**src/hw/rtl/bdq_pkg.sv**
```systemverilog
// shared types and codes for the bounded deque with search
package bdq_pkg;

  localparam int VALUE_W = 32;
  localparam int TOTAL_W = 7;

  typedef enum logic [1:0] {
    ACT_PUSH_FRONT = 2'd0,
    ACT_PUSH_BACK  = 2'd1,
    ACT_DROP_BACK  = 2'd2,
    ACT_SEARCH     = 2'd3
  } action_t;

  typedef enum logic [1:0] {
    ST_DONE       = 2'd0,
    ST_FULL       = 2'd1,
    ST_EMPTY      = 2'd2
  } status_t;

  typedef enum logic {
    S_IDLE   = 1'b0,
    S_SEARCH = 1'b1
  } state_t;

  // report from the scan unit back to the sequencer
  typedef struct packed {
    logic done;
    logic hit;
  } scan_rsp_t;

endpackage

```
**src/hw/rtl/bdq_mem.sv**
```systemverilog
// entry storage: one write port, one read port with registered data
module bdq_mem #(
  parameter int DEPTH = 64,
  parameter int AW    = 6
) (
  input  logic                        clk,
  input  logic                        we,
  input  logic [AW-1:0]               waddr,
  input  logic [bdq_pkg::VALUE_W-1:0] wdata,
  input  logic [AW-1:0]               raddr,
  output logic [bdq_pkg::VALUE_W-1:0] rdata
);
  import bdq_pkg::*;

  logic [VALUE_W-1:0] mem [DEPTH];

  always_ff @(posedge clk) begin
    if (we) begin
      mem[waddr] <= wdata;
    end
  end

  always_ff @(posedge clk) begin
    rdata <= mem[raddr];
  end

endmodule

```
**src/hw/rtl/bdq_scan.sv**
```systemverilog
// scan unit: walks the ring from the front, one entry compare per cycle
module bdq_scan #(
  parameter int CAPACITY = 64,
  parameter int IW       = 6,
  parameter int CW       = 7
) (
  input  logic                        clk,
  input  logic                        rst,
  input  logic                        go,
  input  logic [IW-1:0]               front,
  input  logic [CW-1:0]               count,
  input  logic [bdq_pkg::VALUE_W-1:0] key_in,
  output logic [IW-1:0]               raddr,
  input  logic [bdq_pkg::VALUE_W-1:0] rdata,
  output bdq_pkg::scan_rsp_t          rsp
);
  import bdq_pkg::*;

  logic               active;
  logic [IW-1:0]      addr;
  logic [CW-1:0]      left;
  logic [VALUE_W-1:0] key;
  logic               rd_valid;
  logic               rd_last;
  logic               hit;
  logic               match;
  logic [IW-1:0]      addr_inc;

  assign raddr    = addr;
  assign match    = rd_valid && (rdata == key);
  assign addr_inc = (addr == IW'(CAPACITY - 1)) ? '0 : addr + 1'b1;

  always_ff @(posedge clk) begin
    if (rst) begin
      active   <= 1'b0;
      rd_valid <= 1'b0;
      rd_last  <= 1'b0;
    end else begin
      if (go) begin
        active <= 1'b1;
      end else if (active && left == CW'(1)) begin
        active <= 1'b0;
      end
      rd_valid <= active;
      rd_last  <= active && left == CW'(1);
    end
  end

  always_ff @(posedge clk) begin
    if (go) begin
      addr <= front;
      left <= count;
      key  <= key_in;
      hit  <= 1'b0;
    end else begin
      if (active) begin
        addr <= addr_inc;
        left <= left - 1'b1;
      end
      if (match) begin
        hit <= 1'b1;
      end
    end
  end

  // last compare is folded in directly
  assign rsp.done = rd_valid && rd_last;
  assign rsp.hit  = hit || match;

  a_go_idle: assert property (@(posedge clk) disable iff (rst)
    go |-> !active && !rd_valid)
    else $error("scan started while a scan is running");

  a_done_quiet: assert property (@(posedge clk) disable iff (rst)
    rsp.done |-> !active)
    else $error("scan finished with reads still pending");

  a_last_once: assert property (@(posedge clk) disable iff (rst)
    rsp.done |=> !rsp.done)
    else $error("scan reported done twice in a row");

endmodule

```
**src/hw/rtl/bounded_deque_with_search.sv**
```systemverilog
// top level: ring-buffer deque of signed words with a sequential search
//
// Usage: drive action and value with start high; the beat is taken at a
// rising edge where start is high and busy is low. Every beat gives one
// result: done is high for exactly one cycle with status, found,
// entry_total and is_empty valid alongside it.
// Push front, push back and drop back complete at once: the result shows in
// the cycle after the beat, and busy stays low so a new beat may follow
// at once. A search walks the stored entries from the front through the
// entry memory's single read port, one entry per cycle; busy is high until
// the result shows. On an empty list a search gives its result in the
// cycle after the beat, like the other actions, and busy stays low.
// A full list refuses pushes and an empty one refuses drops with a status
// code; the state does not change. Reset empties the list; the memory
// itself is not cleared. The receiver cannot hold results off.
module bounded_deque_with_search #(
  parameter int CAPACITY = 64
) (
  input  logic                        clk,
  input  logic                        rst,
  input  logic                        start,
  output logic                        busy,
  input  logic [1:0]                  action,
  input  logic [bdq_pkg::VALUE_W-1:0] value,
  output logic                        done,
  output logic [1:0]                  status,
  output logic                        found,
  output logic [bdq_pkg::TOTAL_W-1:0] entry_total,
  output logic                        is_empty
);
  import bdq_pkg::*;

  localparam int IW = $clog2(CAPACITY);
  localparam int CW = $clog2(CAPACITY + 1);

  state_t             state, state_next;
  logic [IW-1:0]      front, front_next;
  logic [CW-1:0]      count, count_next;
  status_t            res_status, status_q;
  logic               accept;
  logic               full;
  logic               list_empty;
  logic [IW-1:0]      front_dec;
  logic [IW:0]        back_sum;
  logic [IW-1:0]      back_pos;
  logic               we;
  logic [IW-1:0]      waddr;
  logic               scan_go;
  logic [IW-1:0]      raddr;
  logic [VALUE_W-1:0] rdata;
  scan_rsp_t          rsp;

  assign accept     = start && !busy;
  assign full       = (count == CW'(CAPACITY));
  assign list_empty = (count == '0);
  assign front_dec  = (front == '0) ? IW'(CAPACITY - 1) : front - 1'b1;
  assign back_sum   = {1'b0, front} + (IW+1)'(count);
  // back slot wraps by one subtract since front stays below capacity and count at most reaches it
  assign back_pos   = (back_sum >= (IW+1)'(CAPACITY)) ?
                      IW'(back_sum - (IW+1)'(CAPACITY)) : back_sum[IW-1:0];

  always_comb begin
    front_next = front;
    count_next = count;
    we         = 1'b0;
    waddr      = back_pos;
    res_status = ST_DONE;
    scan_go    = 1'b0;
    if (accept) begin
      case (action_t'(action))
        ACT_PUSH_FRONT: begin
          if (full) begin
            res_status = ST_FULL;
          end else begin
            we         = 1'b1;
            waddr      = front_dec;
            front_next = front_dec;
            count_next = count + 1'b1;
          end
        end
        ACT_PUSH_BACK: begin
          if (full) begin
            res_status = ST_FULL;
          end else begin
            we         = 1'b1;
            count_next = count + 1'b1;
          end
        end
        ACT_DROP_BACK: begin
          if (list_empty) begin
            res_status = ST_EMPTY;
          end else begin
            count_next = count - 1'b1;
          end
        end
        default: begin
          scan_go = !list_empty;
        end
      endcase
    end
  end

  always_comb begin
    state_next = state;
    case (state)
      S_IDLE: begin
        if (scan_go) begin
          state_next = S_SEARCH;
        end
      end
      S_SEARCH: begin
        if (rsp.done) begin
          state_next = S_IDLE;
        end
      end
      default: state_next = S_IDLE;
    endcase
  end

  always_comb begin
    case (state)
      S_SEARCH: busy = 1'b1;
      default:  busy = 1'b0;
    endcase
  end

  always_ff @(posedge clk) begin
    if (rst) begin
      state <= S_IDLE;
      front <= '0;
      count <= '0;
      done  <= 1'b0;
    end else begin
      state <= state_next;
      front <= front_next;
      count <= count_next;
      done  <= (accept && !scan_go) || (state == S_SEARCH && rsp.done);
    end
  end

  always_ff @(posedge clk) begin
    if (accept) begin
      status_q    <= res_status;
      found       <= 1'b0;
      entry_total <= TOTAL_W'(count_next);
      is_empty    <= (count_next == '0);
    end else if (state == S_SEARCH && rsp.done) begin
      status_q    <= ST_DONE;
      found       <= rsp.hit;
      entry_total <= TOTAL_W'(count);
      is_empty    <= 1'b0;
    end
  end

  assign status = status_q;

  bdq_mem #(
    .DEPTH (CAPACITY),
    .AW    (IW)
  ) u_mem (
    .clk   (clk),
    .we    (we),
    .waddr (waddr),
    .wdata (value),
    .raddr (raddr),
    .rdata (rdata)
  );

  bdq_scan #(
    .CAPACITY (CAPACITY),
    .IW       (IW),
    .CW       (CW)
  ) u_scan (
    .clk    (clk),
    .rst    (rst),
    .go     (scan_go),
    .front  (front),
    .count  (count),
    .key_in (value),
    .raddr  (raddr),
    .rdata  (rdata),
    .rsp    (rsp)
  );

  a_rsp_in_search: assert property (@(posedge clk) disable iff (rst)
    rsp.done |-> state == S_SEARCH)
    else $error("scan result outside a search");

  a_count_bound: assert property (@(posedge clk) disable iff (rst)
    count <= CW'(CAPACITY) && (IW+1)'(front) < (IW+1)'(CAPACITY))
    else $error("ring pointers out of range");

  a_search_busy: assert property (@(posedge clk) disable iff (rst)
    scan_go |=> busy && !done)
    else $error("search beat did not hold off new beats");

  a_no_write_search: assert property (@(posedge clk) disable iff (rst)
    busy |-> !we)
    else $error("memory written during a search");

endmodule

```
**config.mk**
```make
export PLATFORM = sky130hd
export DESIGN_NAME = bounded_deque_with_search
export DESIGN_NICKNAME = d
export VERILOG_FILES = /design/src/hw/rtl/bdq_pkg.sv /design/src/hw/rtl/bdq_mem.sv /design/src/hw/rtl/bdq_scan.sv /design/src/hw/rtl/bounded_deque_with_search.sv
export SDC_FILE = /design/constraint.sdc
export NUM_CORES = 2
export LEC_CHECK = 0
export BUFFER_PORTS_ARGS = -buffer_cell sky130_fd_sc_hd__clkbuf_2
export CAP_MARGIN = 20
export CORE_MARGIN = 2
export CORE_UTILIZATION = 55
export CTS_BUF_LIST = sky130_fd_sc_hd__clkbuf_16
export CTS_CLUSTER_DIAMETER = 50
export DETAILED_ROUTE_END_ITERATION = 10
export HOLD_SLACK_MARGIN = 0.05
export PLACE_DENSITY = 0.78
export SLEW_MARGIN = 10
export SYNTH_ARGS = -nofsm -noshare
export SYNTH_HDL_FRONTEND = slang
export SYNTH_SLANG_ARGS = --single-unit
```
**constraint.sdc**
```tcl
create_clock -name clk -period 9.05 [get_ports clk]
set_clock_uncertainty 0.1 [all_clocks]
set_input_delay 1.81 -clock clk [delete_from_list [all_inputs] [get_ports clk]]
set_output_delay 1.81 -clock clk [all_outputs]
set_load 0.05 [all_outputs]
```
==> results.json <==
{
  "status": "finished clean",
  "rsz0062_at_grt": "false",
  "slew_viol_final": 0,
  "post_synth_num_cell_types": 69,
  "clock-sinks": 2155,
  "post_cts_resized": 0,
  "synthCells": 3671,
  "clock_latency_ns": 0.85,
  "r2r_slack_ns": 4.43,
  "ys_ff_latch": 2155,
  "clockRootBuffer": "clkbuf_16",
  "min-delay-path-class": "reg -> reg",
  "final_antenna_net_count": 0,
  "antenna_found_initial": 10,
  "drc": 0,
  "placed_cell_area_um2": 85100,
  "endpoint_kind": "flip-flop",
  "drive_gt1_frac": 0.262,
  "num_vias": 40900,
  "slowest_stage": "nor2_4",
  "setup_violations": 0,
  "critical_path_class": "in -> reg",
  "io_pins": 50,
  "min_from": "u_scan.active",
  "relSlewSlack": 0.218,
  "crit_chain": "clkbuf_2, nor4b_2, o21a_1, nor3_4, nor2_2, buf_8, nand3_1, nor2_4",
  "r2r_end": "u_mem.rdata[24]",
  "grt_pass1_wl_mm": 289,
  "grt_overflow": 0,
  "p_leak_nw": 28.6,
  "port-buffer-count": 49,
  "final_nets": 3881,
  "async_flop_share": 0,
  "synth.net_count": 3721,
  "cts_tree": "yes",
  "worstPathMaxFanout": 32,
  "synth_ff_type": "edfxtp_1",
  "fp-row-count": 141,
  "r2r_cells": 7,
  "max_cap_viol_count": 0,
  "worstMarginPinSlew_ns": 1.17,
  "die_area_um2": 152000,
  "final-hold-violation-count": 0,
  "clk_path_buf_depth": 3,
  "synth_area_per_cell_um2": 22.3,
  "routabilityCongestion": 0.965,
  "die_w_um": 390,
  "cts_buffers": 202,
  "reg2reg_from": "u_scan.raddr[0]",
  "area_growth_pct": 11.8,
  "period_needed_ns": 5.04,
  "drt-vias-per-instance": 6.90,
  "netlist_area_um2": 81900,
  "start_util": 0.554,
  "clk_transition_reported_paths_ns": 0.06,
  "max_stage_delay_ns": 0.91,
  "whs_path_depth": 1,
  "wl_per_cell_um": 34.1,
  "synth_edf_count": 2103,
  "drt-initial-drc-count": 7074,
  "core_area_um2": 148000,
  "startpoint_type": "input port",
  "die_h_um": 390,
  "required_ns": 9.38,
  "fin_crit_sh": 0.557,
  "ys_seq_area_frac": 0.784,
  "min_to": "u_scan.rd_valid",
  "arrival_ns": 5.37,
  "dp_hpwl_mm": 106,
  "vdd_drop_max_mv": 0.234,
  "stdcell_area_um2": 91600,
  "finalWirelength_mm": 202,
  "cts_hold_buf": 0,
  "fillerInstances": 9385,
  "ys_warn_count": 0,
  "cts_setup_buffers": 0,
  "first_global_vias": 39700,
  "drt_pre_antenna_iters": 6,
  "grt_max_degree": 131,
  "fmax_mhz": 198,
  "track_usage": 0.267,
  "cellPowerDensity_nw_per_um2": 227,
  "fin_tns_setup_ns": 0,
  "cts-htree-levels": 4
}
-- placed cells by master (no fill, tap or decap), types with 22 or more instances in the layout --
cell type	n
clkinv_1	40
xor2_1	40
nor3_2	25
o221ai_1	30
edfxtp_1	2103
a22o_1	62
clkbuf_2	47
a221oi_1	60
inv_1	59
mux4_2	506
clkbuf_16	207
buf_4	113
dfxtp_1	52
a22oi_1	162
clkinv_2	31
nand2_1	108
o21ai_0	22
nor2_1	37
-- through the flow --
| step | cells | util | total power [mW] | setup WS (ns) | hold slack (ns) |
|---|---|---|---|---|---|
| 3_5_place_dp | 5553 | 0.575 | 12.7 | 2.82 | 0.383 |
| 5_1_grt | 5923 | 0.619 | 21.2 | 3.92 | 0.423 |
| 2_1_floorplan | 3671 | - | 12.1 | 2.09 | 0.324 |
| 4_1_cts | 5919 | 0.619 | 20.8 | 3.65 | 0.394 |
| 3_3_place_gp | 5552 | 0.575 | 12.6 | 2.93 | 0.376 |
| 6_report | 5924 | 0.619 | 20.8 | 4.01 | 0.401 |
-- logic make-up (layout without fill, tap and decap cells) --
kind of cell               count (synthesis)  after routing  synth area share
DFF                                     2155           2155             0.784
muxes                                    517            517             0.141
AOI/OAI and AO/OA                        402            402            0.0384
and+or+nand+nor                          304            304            0.0185
buffers and inverters                    229            551            0.0113
xor gates and xnor gates                  51             51           0.00545
adders and majority gates                 13             13           0.00208
other                                      0              1                 0
-- layer usage --
layer,wire [um],global-route usage,vias up
met5,9,0,-
met4,8060,0.0972,2
met3,24400,0.0557,384
met2,96300,0.409,3096
met1,73100,0.387,21400
li1,-,-,16000
-- registers in the layout, summed over array words and instances, names as in the netlist, 2 cells and up --
name	count
u_mem.mem	2048
front	6
u_scan.key	32
status	2
u_scan.raddr	6
entry_total	7
u_mem.rdata	32
u_scan.left	7
count	7
-- worst max-delay path, delay by kind of cell --
family	cells	cell delay, ns
and+or+nand+nor	5	2.51
AOI/OAI and AO/OA	1	0.54
buffers and inverters	2	0.48
-- synth_stat cells, types with 30 or more instances --
library cell,n,area [um2]
edfxtp_1,2103,63200
a22o_1,62,543
o221ai_1,30,263
nor3_1,39,195
buf_2,40,200
mux4_2,506,11400
nor2_1,56,210
nand2_1,108,405
xor2_1,40,350
buf_1,40,150
a221oi_1,60,526
dfxtp_1,52,1040
a22oi_1,162,1220
clkbuf_1,131,492
-- area by class of cell --
cell class | count | area, um2 | share of cell area
Multi-Input combinational cell | 1287 | 17200 | 0.188
Inverter | 15 | 56.3 | 0.000615
Timing Repair Buffer | 170 | 1270 | 0.0139
Sequential cell | 2155 | 64200 | 0.701
Clock inverter | 159 | 1260 | 0.0137
Antenna cell | 1 | 2.50 | 0.0000273
Clock buffer | 207 | 5180 | 0.0566
Tap cell | 1930 | 2410 | 0.0264
-- where the power goes --
group / leakage (nW) / internal (mW) / switching, mW
sequential: 19.4 / 11.1 / 0.0498
combinational: 5.99 / 0.454 / 0.940
clock: 3.31 / 4.63 / 3.63
-- worst max-delay path by stage --
| stage | slack, ns | startpoint | end | cells after the start |
|---|---|---|---|---|
| 4_1_cts | 3.65 | action[1] | u_mem.mem[2][18] | 7 |
| 3_3_place_gp | 2.93 | action[1] | u_mem.mem[2][20] | 7 |
| 6_report | 4.01 | action[1] | u_mem.mem[0][20] | 8 |
| 2_1_floorplan | 2.09 | action[1] | u_mem.mem[5][0] | 7 |
| 5_1_grt | 3.92 | action[1] | u_mem.mem[0][24] | 8 |
| 3_5_place_dp | 2.82 | action[1] | u_mem.mem[0][20] | 7 |
(Power assumes the default switching activity.)
